==> config.mk <==
export PLATFORM = sky130hd
export DESIGN_NAME = ssdd_fifo
export DESIGN_NICKNAME = d
export VERILOG_FILES = /design/src/rtl/ssdd_fifo.sv
export SDC_FILE = /design/constraint.sdc
export NUM_CORES = 1
export LEC_CHECK = 0
export BUFFER_PORTS_ARGS = -buffer_cell sky130_fd_sc_hd__buf_4
export CAP_MARGIN = 20
export CORE_UTILIZATION = 25
export DETAILED_ROUTE_END_ITERATION = 8
export PLACE_DENSITY = 0.44
export SLEW_MARGIN = 15
export SYNTH_ARGS = -nofsm -noshare
export SYNTH_HDL_FRONTEND = slang
export SYNTH_SLANG_ARGS = --single-unit
==> constraint.sdc <==
create_clock -name clk -period 2.4 [get_ports clk]
set_input_delay 0.36 -clock clk [delete_from_list [all_inputs] [get_ports clk]]
set_output_delay 0.36 -clock clk [all_outputs]
set_load 0.005 [all_outputs]
==> src/rtl/ssdd_fifo.sv <==
module ssdd_fifo #(
    parameter int WIDTH = 8,
    parameter int DEPTH = 4,
    localparam int PTR_W = (DEPTH > 1) ? $clog2(DEPTH) : 1,
    localparam int CNT_W = $clog2(DEPTH + 1)
) (
    input  logic             clk,
    input  logic             rst_n,
    input  logic             push_valid,
    output logic             push_ready,
    input  logic [WIDTH-1:0] push_data,
    output logic             pop_valid,
    input  logic             pop_ready,
    output logic [WIDTH-1:0] pop_data
);

    logic [WIDTH-1:0] mem_reg [DEPTH];
    logic [PTR_W-1:0] wr_ptr_reg;
    logic [PTR_W-1:0] rd_ptr_reg;
    logic [CNT_W-1:0] count_reg;
    logic             push;
    logic             pop;

    assign push_ready = count_reg != CNT_W'(DEPTH);
    assign pop_valid  = count_reg != '0;
    assign push       = push_valid && push_ready;
    assign pop        = pop_valid && pop_ready;
    assign pop_data   = mem_reg[rd_ptr_reg];

    always_ff @(posedge clk)
    begin
        if (push)
        begin
            mem_reg[wr_ptr_reg] <= push_data;
        end
    end

    always_ff @(posedge clk or negedge rst_n)
    begin
        if (!rst_n)
        begin
            wr_ptr_reg <= '0;
            rd_ptr_reg <= '0;
            count_reg  <= '0;
        end
        else
        begin
            if (push)
            begin
                wr_ptr_reg <= (wr_ptr_reg == PTR_W'(DEPTH - 1)) ? '0 : wr_ptr_reg + PTR_W'(1);
            end
            if (pop)
            begin
                rd_ptr_reg <= (rd_ptr_reg == PTR_W'(DEPTH - 1)) ? '0 : rd_ptr_reg + PTR_W'(1);
            end
            if (push && !pop)
            begin
                count_reg <= count_reg + CNT_W'(1);
            end
            else if (pop && !push)
            begin
                count_reg <= count_reg - CNT_W'(1);
            end
        end
    end

endmodule

==> flow_summary.ini <==
[die]
die_w_um = 81.9
io_pins = 22
rows = 28
core-area_sq_mm = 0.00603
dieArea_sq_mm = 0.00670
die_h_um = 81.9
initial_core_util_pct = 26.5

[synth]
avgSynthCellArea_sq_um = 20.4
synth_nets = 97
syn-cell-area_sq_mm = 0.00159
seq_area_frac_synth_pct = 71.3
yosys_most_used_dff = edfxtp_1
yosysUniqueCellTypes = 18
synth_edf_count = 32
yosysTopAreaCell = edfxtp_1
yosys_register_bits = 39
synth_commonest_cells = edfxtp_1, mux4_2, dfrtp_1
yosysMostFrequentCell = edfxtp_1
yosys.area.top_type_share_pct = 60.3
async_reset_ff_share_pct = 17.9
yosys_warnings = 0
synth.area.top_cells = edfxtp_1, mux4_2, dfrtp_1
syn-instance-count = 78

[worst_setup_path]
end_kind = flop
crit_fanout = 4
worstSetupStartpointType = flop
rr_startpoint = count_reg[0]
critPathKind = reg -> reg
crit_required_ns = 2.61
cp_data_arrival_time_ns = 2.40
critPathLaunch = count_reg[0]

[global_routing]
grt_pass1_wl_mm = 4.24
grt_max_degree = 13
grt_pass1_vias = 852
antenna_found_initial = 0
track_usage_pct = 9.29
overflow = 0

[route]
first_iter_violations = 19
via_count = 755
wire_per_inst_um = 14.4
first_pass_iters = 4
vias_per_cell = 4.17
antenna_left = 0
drc = 0
routed_wl_mm = 2.61

[clocking]
clockBufferDepth = 2
clkLatencyLatePin_ns = 0.28
htree_levels = 2
clkTransAtPathRegs_ns = 0.07
cts_tree = built
root_buffer = clkbuf_8
postCtsSetupBuffers = 0
numCtsBuffers = 5
clock_sinks = 39

[final_layout]
antenna_cells = 0
drive_above_1_share_pct = 45.3
fillers = 610
utilization_pct = 32.8
fin_area_sq_mm = 0.00198
finalNetCount = 124
area_growth_pct = 24.2
largest_register_ffs = 32

[hold_path]
hold_path_startpoint = push_data[4]
min_path_type = in -> reg

[timing]
tightest_slew_ns = 0.610
fin_crit_sh_pct = 91.0
rsz0062_at_grt = no
final.min_clock_period_ns = 2.18
max_freq_ghz = 0.458
setup_tns_ns = 0
skew_ns = 0.00301
final_hold_viol_count = 0
fin_hold_ws_ns = 0.271
layout_setup_ws_ns = 0.215
relSlewSlack_pct = 59.3
setup_viol = 0
slew_viol_final = 0

[placement]
placed_cell_area_sq_mm = 0.00184
place_hpwl_mm = 1.78
portBuffers = 21
gp_congestion = 0.711
dp_slack_ns = 0.188

[pwr]
max-vdd-ir-drop_v = 0.000603
leakagePower_nw = 0.742
power.density_mw_per_mm2 = 1220

[run_status]
status = completed

[flow_run]
drv_cap = 0
-- cell usage in the layout, fill, tap and decap left out, types with 2 or more instances in the layout --
cell,netlist,final
edfxtp_1,32,32
buf_4,0,21
mux4_2,8,8
dfrtp_1,7,7
ha_1,6,6
clkbuf_8,0,5
and3_2,4,4
inv_1,3,3
mux2_2,3,3
nor2_1,3,3
mux2_4,2,2
xor2_1,2,2
bufinv_16,0,2
-- routing by layer --
metal | vias up | wire length, um | track usage, %
met5 | - | 0 | 0
met4 | 0 | 40 | 4.74
li1 | 352 | - | -
met1 | 380 | 1120 | 11.1
met3 | 6 | 120 | 3.00
met2 | 17 | 1330 | 14.9
-- logic make-up after synthesis --
group	share of synthesized area [%]
mux	15.3
flops	71.3
xor+xnor	1.65
simple gates	4.55
buf+inv	1.26
fa+ha+maj	5.97
-- critical path, cell delays in order (launching register included) --
cell and delay, ns:
dfrtp_1 0.43, or3_2 0.48, nand2_1 0.16, ha_1 0.20, inv_1 0.06, fa_1 0.37, xor2_1 0.15, nor2_1 0.11
xor2_1 0.15
-- repair_timing --
| item | 4_1_cts | 5_1_grt |
|---|---|---|
| hold buffers | 1 | 0 |
| gates resized for setup | 0 | 0 |
| hold endpoints to repair | 7 | 0 |
-- final timing paths --
| kind | to | slack, ns | depth (start not counted) |
|---|---|---|---|
| hold / removal | mem_reg[2][4] | 0.27 | 1 |
| hold reg to reg | count_reg[2] | 0.50 | 1 |
| max in group asynchronous | count_reg[1] | 1.86 | 2 |
| setup / recovery | count_reg[2] | 0.22 | 8 |
| min in group asynchronous | wr_ptr_reg[1] | 0.41 | 2 |
| setup reg to reg | count_reg[2] | 0.22 | 8 |
-- final cells by class --
cell class,count,area (sq um),share of cell area (%)
clock buffer,6,72.6,3.67
clock inverter,2,60.1,3.03
inverter,3,11.3,0.569
multi-input combinational,34,438,22.1
sequential,39,1140,57.4
tap,75,93.8,4.74
timing repair buffer,22,168,8.47
-- through the flow --
| step | power, mW | cells |
|---|---|---|
| floorplan | 1.52 | 78 |
| global placement | 1.81 | 172 |
| detailed placement | 1.82 | 172 |
| CTS | 2.47 | 181 |
| global route | 2.57 | 181 |
| finish | 2.41 | 181 |
-- where the power goes --
part	internal, mW	switching [mW]	leakage (nW)
Clock	0.415	0.218	0.0654
Combinational	0.444	0.267	0.301
Sequential	0.916	0.153	0.375
Total	1.78	0.639	0.742
Note: power is estimated with default switching activity, not from simulation.
