### config.mk
export PLATFORM = sky130hd
export DESIGN_NAME = ssdd_front_flat
export DESIGN_NICKNAME = d
export VERILOG_FILES = /design/src/rtl/ssdd_pkg.sv /design/src/rtl/ssdd_pixel_if.sv /design/src/rtl/ssdd_front.sv /design/src/flat_wrapper.sv
export SDC_FILE = /design/constraint.sdc
export NUM_CORES = 1
export LEC_CHECK = 0
export ABC_CLOCK_PERIOD_IN_PS = 3800
export BUFFER_PORTS_ARGS = -buffer_cell sky130_fd_sc_hd__clkbuf_2
export CAP_MARGIN = 20
export CORE_ASPECT_RATIO = 0.6
export CORE_UTILIZATION = 49
export DETAILED_ROUTE_END_ITERATION = 16
export GPL_ROUTABILITY_DRIVEN = 0
export PLACE_DENSITY = 0.75
export SLEW_MARGIN = 20
export SYNTH_ARGS = -nofsm -noshare
export SYNTH_HDL_FRONTEND = slang
export SYNTH_SLANG_ARGS = --single-unit
### constraint.sdc
create_clock -name clk -period 3.8 [get_ports clk]
set_input_delay 0.38 -clock clk [delete_from_list [all_inputs] [get_ports clk]]
set_output_delay 0.38 -clock clk [all_outputs]
set_load 0.005 [all_outputs]
### src/rtl/ssdd_pkg.sv
package ssdd_pkg;

    localparam int PIX_W       = 8;
    localparam int SQ_W        = 2 * PIX_W;
    localparam int DIFF_W      = 18;
    localparam int DIFF_MAX    = 195075;

    localparam int WIDTH_REG_W  = 13;
    localparam int HEIGHT_REG_W = 13;
    localparam int THRESH_W     = 18;
    localparam int RATIO_W      = 14;
    localparam int CFG_DATA_W   = 18;

    localparam logic [WIDTH_REG_W-1:0]  WIDTH_RESET  = 13'd640;
    localparam logic [HEIGHT_REG_W-1:0] HEIGHT_RESET = 13'd480;
    localparam logic [THRESH_W-1:0]     THRESH_RESET = 18'd1000;
    localparam logic [RATIO_W-1:0]      RATIO_RESET  = 14'd100;

    localparam int COUNT_W = 20;
    localparam logic [COUNT_W-1:0] COUNT_MAX = 20'hFFFFF;

    localparam int BP_W = 14;
    localparam logic [BP_W-1:0] BP_SCALE = 14'd10000;

    typedef enum logic [1:0] {
        CFG_IMAGE_WIDTH  = 2'd0,
        CFG_IMAGE_HEIGHT = 2'd1,
        CFG_THRESHOLD    = 2'd2,
        CFG_RATIO        = 2'd3
    } cfg_index_t;

    typedef struct packed {
        logic [PIX_W-1:0] ref_red;
        logic [PIX_W-1:0] ref_green;
        logic [PIX_W-1:0] ref_blue;
        logic [PIX_W-1:0] test_red;
        logic [PIX_W-1:0] test_green;
        logic [PIX_W-1:0] test_blue;
    } pixel_t;

    typedef struct packed {
        logic               fabric_defective;
        logic [COUNT_W-1:0] defect_block_count;
        logic [COUNT_W-1:0] total_block_count;
    } result_t;

    // position class of one pixel pair, worked out on transfer
    typedef struct packed {
        pixel_t pix;
        logic   in_tile;
        logic   col_first;
        logic   col_last;
        logic   row_first;
        logic   row_last;
        logic   row_end;
        logic   frame_end;
    } item_t;

    function automatic logic [PIX_W-1:0] abs_diff(logic [PIX_W-1:0] a, logic [PIX_W-1:0] b);
        logic [PIX_W-1:0] r;
        if (a >= b)
        begin
            r = a - b;
        end
        else
        begin
            r = b - a;
        end
        return r;
    endfunction

endpackage

### src/rtl/ssdd_pixel_if.sv
interface ssdd_pixel_if;
    logic            valid;
    logic            ready;
    ssdd_pkg::pixel_t data;

    modport source (output valid, output data, input ready);
    modport sink   (input valid, input data, output ready);
endinterface

### src/rtl/ssdd_front.sv
module ssdd_front #(
    parameter int BLOCK      = 5,
    parameter int MAX_WIDTH  = 4096,
    parameter int MAX_HEIGHT = 4096,
    localparam int WW        = $clog2(MAX_WIDTH + 1),
    localparam int HW        = $clog2(MAX_HEIGHT + 1),
    localparam int TILE_COLS = MAX_WIDTH / BLOCK,
    localparam int ADDR_W    = (TILE_COLS > 1) ? $clog2(TILE_COLS) : 1
) (
    input  logic              clk,
    input  logic              rst_n,
    input  logic [WW-1:0]     w,
    input  logic [HW-1:0]     h,
    ssdd_pixel_if.sink        pixel,
    output logic              push_valid,
    input  logic              push_ready,
    output ssdd_pkg::item_t   push_item,
    output logic [ADDR_W-1:0] push_addr
);

    localparam int PC_W   = $clog2(MAX_WIDTH);
    localparam int PR_W   = $clog2(MAX_HEIGHT);
    localparam int CB_W   = $clog2(BLOCK);
    localparam int BC_RAW = $clog2((MAX_WIDTH - 1) / BLOCK + 1);
    localparam int BC_W   = (BC_RAW > 1) ? BC_RAW : 1;

    logic [PC_W-1:0] pc_reg, pc_next;
    logic [PR_W-1:0] pr_reg, pr_next;
    logic [CB_W-1:0] cib_reg, cib_next;
    logic [CB_W-1:0] rib_reg, rib_next;
    logic [BC_W-1:0] bc_reg, bc_next;

    logic accept;
    logic col_first, col_last, row_first, row_last;
    logic col_ok, row_ok, row_end, frame_end;

    assign accept     = pixel.valid && push_ready;
    assign pixel.ready = push_ready;
    assign push_valid = pixel.valid;

    assign col_first = cib_reg == '0;
    assign col_last  = cib_reg == CB_W'(BLOCK - 1);
    assign row_first = rib_reg == '0;
    assign row_last  = rib_reg == CB_W'(BLOCK - 1);

    // a pixel counts when the tile it sits in ends inside the image
    assign col_ok = ((WW+1)'(pc_reg) - (WW+1)'(cib_reg) + (WW+1)'(BLOCK)) <= (WW+1)'(w);
    assign row_ok = ((HW+1)'(pr_reg) - (HW+1)'(rib_reg) + (HW+1)'(BLOCK)) <= (HW+1)'(h);

    assign row_end   = ((WW+1)'(pc_reg) + (WW+1)'(1)) >= (WW+1)'(w);
    assign frame_end = row_end && (((HW+1)'(pr_reg) + (HW+1)'(1)) >= (HW+1)'(h));

    always_comb
    begin
        push_item.pix       = pixel.data;
        push_item.in_tile   = col_ok && row_ok;
        push_item.col_first = col_first;
        push_item.col_last  = col_last;
        push_item.row_first = row_first;
        push_item.row_last  = row_last;
        push_item.row_end   = row_end;
        push_item.frame_end = frame_end;
        push_addr           = bc_reg[ADDR_W-1:0];
    end

    always_comb
    begin
        pc_next  = pc_reg;
        pr_next  = pr_reg;
        cib_next = cib_reg;
        rib_next = rib_reg;
        bc_next  = bc_reg;
        if (accept)
        begin
            if (col_last)
            begin
                cib_next = '0;
                bc_next  = bc_reg + BC_W'(1);
            end
            else
            begin
                cib_next = cib_reg + CB_W'(1);
            end
            if (row_end)
            begin
                pc_next  = '0;
                cib_next = '0;
                bc_next  = '0;
                rib_next = row_last ? '0 : rib_reg + CB_W'(1);
                if (frame_end)
                begin
                    pr_next  = '0;
                    rib_next = '0;
                end
                else
                begin
                    pr_next = pr_reg + PR_W'(1);
                end
            end
            else
            begin
                pc_next = pc_reg + PC_W'(1);
            end
        end
    end

    always_ff @(posedge clk or negedge rst_n)
    begin
        if (!rst_n)
        begin
            pc_reg  <= '0;
            pr_reg  <= '0;
            cib_reg <= '0;
            rib_reg <= '0;
            bc_reg  <= '0;
        end
        else
        begin
            pc_reg  <= pc_next;
            pr_reg  <= pr_next;
            cib_reg <= cib_next;
            rib_reg <= rib_next;
            bc_reg  <= bc_next;
        end
    end

endmodule

### src/flat_wrapper.sv
// flat-port wrapper written by rule: the top's interface ports become plain ports
module ssdd_front_flat 
#(
    parameter int BLOCK      = 5,
    parameter int MAX_WIDTH  = 4096,
    parameter int MAX_HEIGHT = 4096,
    localparam int WW        = $clog2(MAX_WIDTH + 1),
    localparam int HW        = $clog2(MAX_HEIGHT + 1),
    localparam int TILE_COLS = MAX_WIDTH / BLOCK,
    localparam int ADDR_W    = (TILE_COLS > 1) ? $clog2(TILE_COLS) : 1
)
  (clk, rst_n, w, h, push_valid, push_ready, push_item, push_addr, pixel_valid, pixel_data, pixel_ready);
  ssdd_pixel_if pixel_i ();
  input  logic clk;
  input  logic rst_n;
  input  logic [WW-1:0] w;
  input  logic [HW-1:0] h;
  output logic push_valid;
  input  logic push_ready;
  output ssdd_pkg::item_t push_item;
  output logic [ADDR_W-1:0] push_addr;
  input wire logic [$bits(pixel_i.valid)-1:0] pixel_valid;
  input wire logic [$bits(pixel_i.data)-1:0] pixel_data;
  output wire logic [$bits(pixel_i.ready)-1:0] pixel_ready;
  assign pixel_i.valid = pixel_valid;
  assign pixel_i.data = pixel_data;
  assign pixel_ready = pixel_i.ready;
  ssdd_front #(.BLOCK(BLOCK), .MAX_WIDTH(MAX_WIDTH), .MAX_HEIGHT(MAX_HEIGHT)) u_core (.clk(clk), .rst_n(rst_n), .w(w), .h(h), .pixel(pixel_i), .push_valid(push_valid), .push_ready(push_ready), .push_item(push_item), .push_addr(push_addr));
endmodule
==> insert_results.sql <==
INSERT INTO impl_metrics (metric_group, metric, value, unit) VALUES
('status', 'run_status', 'finished, violations left', ''),
('status', 'failing_checks', 'setup timing', ''),
('cells_and_area', 'layout.nets', '904', ''),
('cells_and_area', 'layout.core_utilization', '60.5', '%'),
('routing', 'wire_per_inst', '18.0', 'µm'),
('global_route', 'via_count_of_the_first_global_routing_pass', '5094', ''),
('global_route', 'overflow', '0', ''),
('worst_setup_path', 'crit_chain', 'inv_2 -> ha_4 -> fa_2 -> buf_6 -> nor2b_4 -> or3_4 -> or4_4 -> xnor2_4 -> nand4_1 -> xnor2_2 -> ha_1 -> a21o_1 -> a21oi_2 -> nor4bb_4 -> o22ai_2 -> a211oi_2 -> buf_2', ''),
('placement', 'dp_cells', '882', ''),
('sta', 'setup-violations-final', '2', ''),
('worst_setup_path', 'critical-path-max-stage-delay', '530', 'ps'),
('routing', 'drtAntennaViolNets', '0', ''),
('worst_setup_path', 'critical_path_peak_fanout', '5', ''),
('synthesis', 'synth-seq-area-share', '18.7', '%'),
('cells_and_area', 'n_fill_cell', '896', ''),
('sta', 'worst_clock_skew', '6.94', 'ps'),
('synthesis', 'post_synth.cell_area_avg', '7.81', 'µm²'),
('worst_setup_path', 'cp-start-kind', 'flop', ''),
('sta', 'maxSlewHeadroom', '30.0', '%'),
('cells_and_area', 'relative_area_change_from_synthesis_to_final_layout', '19.6', '%'),
('synthesis', 'synth.lib_cells_used.distinct', '65', ''),
('synthesis', 'async_reset_ff_share', '100', '%'),
('sta', 'maxClockFrequency', '0.219', 'GHz'),
('synthesis', 'synth_top_area_share', '18.7', '%'),
('floorplan', 'number_of_placement_rows', '29', ''),
('global_route', 'grt_pass1_wl', '25.7', 'mm'),
('cells_and_area', 'multi_input_comb_area', '3830', 'µm²'),
('routing', 'detail_route.vias_per_cell', '6.07', ''),
('sta', 'grt_setup_unrepaired', 'yes', ''),
('synthesis', 'synth_instances', '686', ''),
('global_route', 'antenna_violations_before_repair', '0', ''),
('global_route', 'grt_start_max_net_pins', '41', ''),
('worst_setup_path', 'cp.required', '3420', 'ps'),
('clocking', 'cts_tree', 'yes', ''),
('power', 'leakage', '3.13', 'nW'),
('clocking', 'clock_insertion_delay_worst_skew', '300', 'ps'),
('sta', 'final_hold_viol_count', '0', ''),
('worst_setup_path', 'critical_path.top_delay_family', 'simple AND/OR/NAND/NOR gates', ''),
('floorplan', 'initial_util', '50.6', '%'),
('sta', 'final_max_slew_viol_count', '0', ''),
('clocking', 'cts_hold_buffers', '0', ''),
('placement', 'place.detailed.hpwl', '12.4', 'mm'),
('synthesis', 'synth_top_cells_by_count', 'sky130_fd_sc_hd__ha_1 (67), sky130_fd_sc_hd__nand2_1 (59), sky130_fd_sc_hd__buf_4 (57)', ''),
('sta', 'timing.final.ws_setup', '-771', 'ps'),
('sta', 'timing.hold.ws', '228', 'ps'),
('worst_setup_path', 'crit_type', 'flop to output port', ''),
('synthesis', 'synth-edff-count', '0', ''),
('worst_setup_path', 'critical_path_arrival', '4190', 'ps'),
('power', 'power.density_cell_area', '605', 'nW/µm²'),
('synthesis', 'yosys_most_used_dff', 'sky130_fd_sc_hd__dfrtp_1', ''),
('worst_setup_path', 'cp_slowest_cell', 'sky130_fd_sc_hd__or4_4', ''),
('routing', 'drt_wl_total', '16.2', 'mm'),
('synthesis', 'ys_top_cells_by_area', 'sky130_fd_sc_hd__dfrtp_1 (19%), sky130_fd_sc_hd__ha_1 (16%), sky130_fd_sc_hd__buf_4 (8.0%), sky130_fd_sc_hd__xnor2_1 (5.6%), sky130_fd_sc_hd__nand2_1 (4.1%)', ''),
('worst_setup_path', 'timing.critical_path.buf_inv', '3', ''),
('synthesis', 'total_number_of_yosys_warnings', '0', ''),
('cells_and_area', 'ff_latch_area', '1000', 'µm²'),
('routing', 'via_count', '5446', ''),
('job', 'maxCapViolations', '0', ''),
('clocking', 'htreeDepth', '2', ''),
('floorplan', 'core_area', '10600', 'µm²'),
('routing', 'route.detailed.drc', '0', ''),
('cells_and_area', 'post_route_cells_drive_above_1_share', '28.6', '%'),
('synthesis', 'syn-cell-area', '5360', 'µm²'),
('sta', 'crit_share_post_route', '120', '%'),
('routing', 'drt_first_pass_iters', '6', ''),
('synthesis', 'syn-num-nets', '833', ''),
('floorplan', 'num_io_pins', '145', ''),
('synthesis', 'yosysMostFrequentCell', 'sky130_fd_sc_hd__ha_1', ''),
('floorplan', 'chipHeight', '83.0', 'µm'),
('global_route', 'grt.total_usage', '28.8', '%'),
('floorplan', 'die_area', '11400', 'µm²');
## final cells by class
| class | count | area share, % |
|---|---|---|
| Timing Repair Buffer | 150 | 15.8 |
| Inverter | 58 | 3.44 |
| Clock buffer | 5 | 1.95 |
| Sequential cell | 40 | 15.6 |
| Tap cell | 139 | 2.71 |
| Clock inverter | 3 | 0.723 |
| Multi-Input combinational cell | 502 | 59.7 |
## final timing paths
check | startpoint | endpoint | slack, ps | cells after the start
max in group asynchronous | rst_n | u_core.push_addr[0]$_DFFE_PN0P_ | 2970 | 1
max | u_core.pc_reg[0]$_DFFE_PN0P_ | push_item[6] | -770 | 17
min in group clk | u_core.push_addr[8]$_DFFE_PN0P_ | u_core.push_addr[8]$_DFFE_PN0P_ | 560 | 1
max reg2reg | u_core.pc_reg[0]$_DFFE_PN0P_ | u_core.push_addr[1]$_DFFE_PN0P_ | 190 | 17
min | rst_n | u_core.pc_reg[1]$_DFFE_PN0P_ | 230 | 1
min reg2reg | u_core.push_addr[8]$_DFFE_PN0P_ | u_core.push_addr[8]$_DFFE_PN0P_ | 560 | 1
## logic make-up (layout without fill, tap and decap cells)
kind of cell / count (synthesis) / count (layout) / share of synthesized area [%]
AOI/OAI and AO/OA: 166 / 166 / 21.0
xor gates and xnor gates: 43 / 43 / 7.17
adders and majority gates: 69 / 69 / 16.4
buffers and inverters: 144 / 216 / 14.3
DFF: 40 / 40 / 18.7
muxes: 3 / 3 / 0.584
and+or+nand+nor: 221 / 221 / 21.9
## through the flow
| stage | power [mW] | cell area [µm²] | setup WS, ps |
|---|---|---|---|
| 2_1_floorplan | 2.22 | 5410 | -78.9 |
| 3_3_place_gp | 2.94 | 5990 | -374 |
| 3_5_place_dp | 3.07 | 5990 | -544 |
| 4_1_cts | 3.67 | 6240 | -737 |
| 5_1_grt | 4.18 | 6410 | -958 |
| 6_report | 3.87 | 6410 | -771 |
## cells in the final DEF, fill, tap and decap left out, types with 5 or more instances in the layout
cell / netlist / routed
sky130_fd_sc_hd__nand4_1: 13 / 13
sky130_fd_sc_hd__or2_2: 5 / 5
sky130_fd_sc_hd__ha_1: 67 / 63
sky130_fd_sc_hd__nor2_1: 32 / 29
sky130_fd_sc_hd__and2_1: 7 / 7
sky130_fd_sc_hd__nand2b_1: 11 / 11
sky130_fd_sc_hd__clkbuf_2: 0 / 46
sky130_fd_sc_hd__buf_4: 57 / 100
sky130_fd_sc_hd__nor3_1: 13 / 12
sky130_fd_sc_hd__inv_1: 56 / 54
sky130_fd_sc_hd__dfrtp_1: 40 / 40
sky130_fd_sc_hd__a21o_1: 13 / 13
sky130_fd_sc_hd__a21oi_1: 22 / 17
sky130_fd_sc_hd__nor2b_1: 16 / 15
sky130_fd_sc_hd__and3_1: 9 / 8
sky130_fd_sc_hd__o21ai_0: 42 / 40
sky130_fd_sc_hd__xor2_1: 8 / 8
sky130_fd_sc_hd__a311oi_1: 10 / 10
sky130_fd_sc_hd__nand3_1: 25 / 24
sky130_fd_sc_hd__xnor2_1: 34 / 33
sky130_fd_sc_hd__a211oi_1: 14 / 9
sky130_fd_sc_hd__a22o_1: 13 / 13
sky130_fd_sc_hd__nor4_1: 9 / 6
sky130_fd_sc_hd__clkbuf_16: 0 / 5
sky130_fd_sc_hd__o22ai_1: 14 / 13
sky130_fd_sc_hd__nand2_1: 59 / 59
## layer usage
metal | global-route usage, % | wire [µm] | vias up
met3 | 6.23 | 1600 | 55
met1 | 43.3 | 7560 | 2565
li1 | - | - | 2545
met4 | 7.99 | 326 | 0
met2 | 40.7 | 6690 | 281
met5 | 0 | 0 | -
## power by group
part | switching, mW | internal [mW] | total (mW)
Sequential | 0.0552 | 0.482 | 0.537
Combinational | 1.42 | 1.40 | 2.82
Clock | 0.204 | 0.313 | 0.517
## what timing repair did
| item | CTS | global route |
|---|---|---|
| setup buffers | 0 | 7 |
| gates resized for setup | 18 | 26 |
| pin swaps | 13 | 11 |
| endpoints found under the hold margin | 0 | 0 |
| endpoints found under the setup margin | 19 | 36 |
No activity file was read; power rests on OpenSTA's default activity.
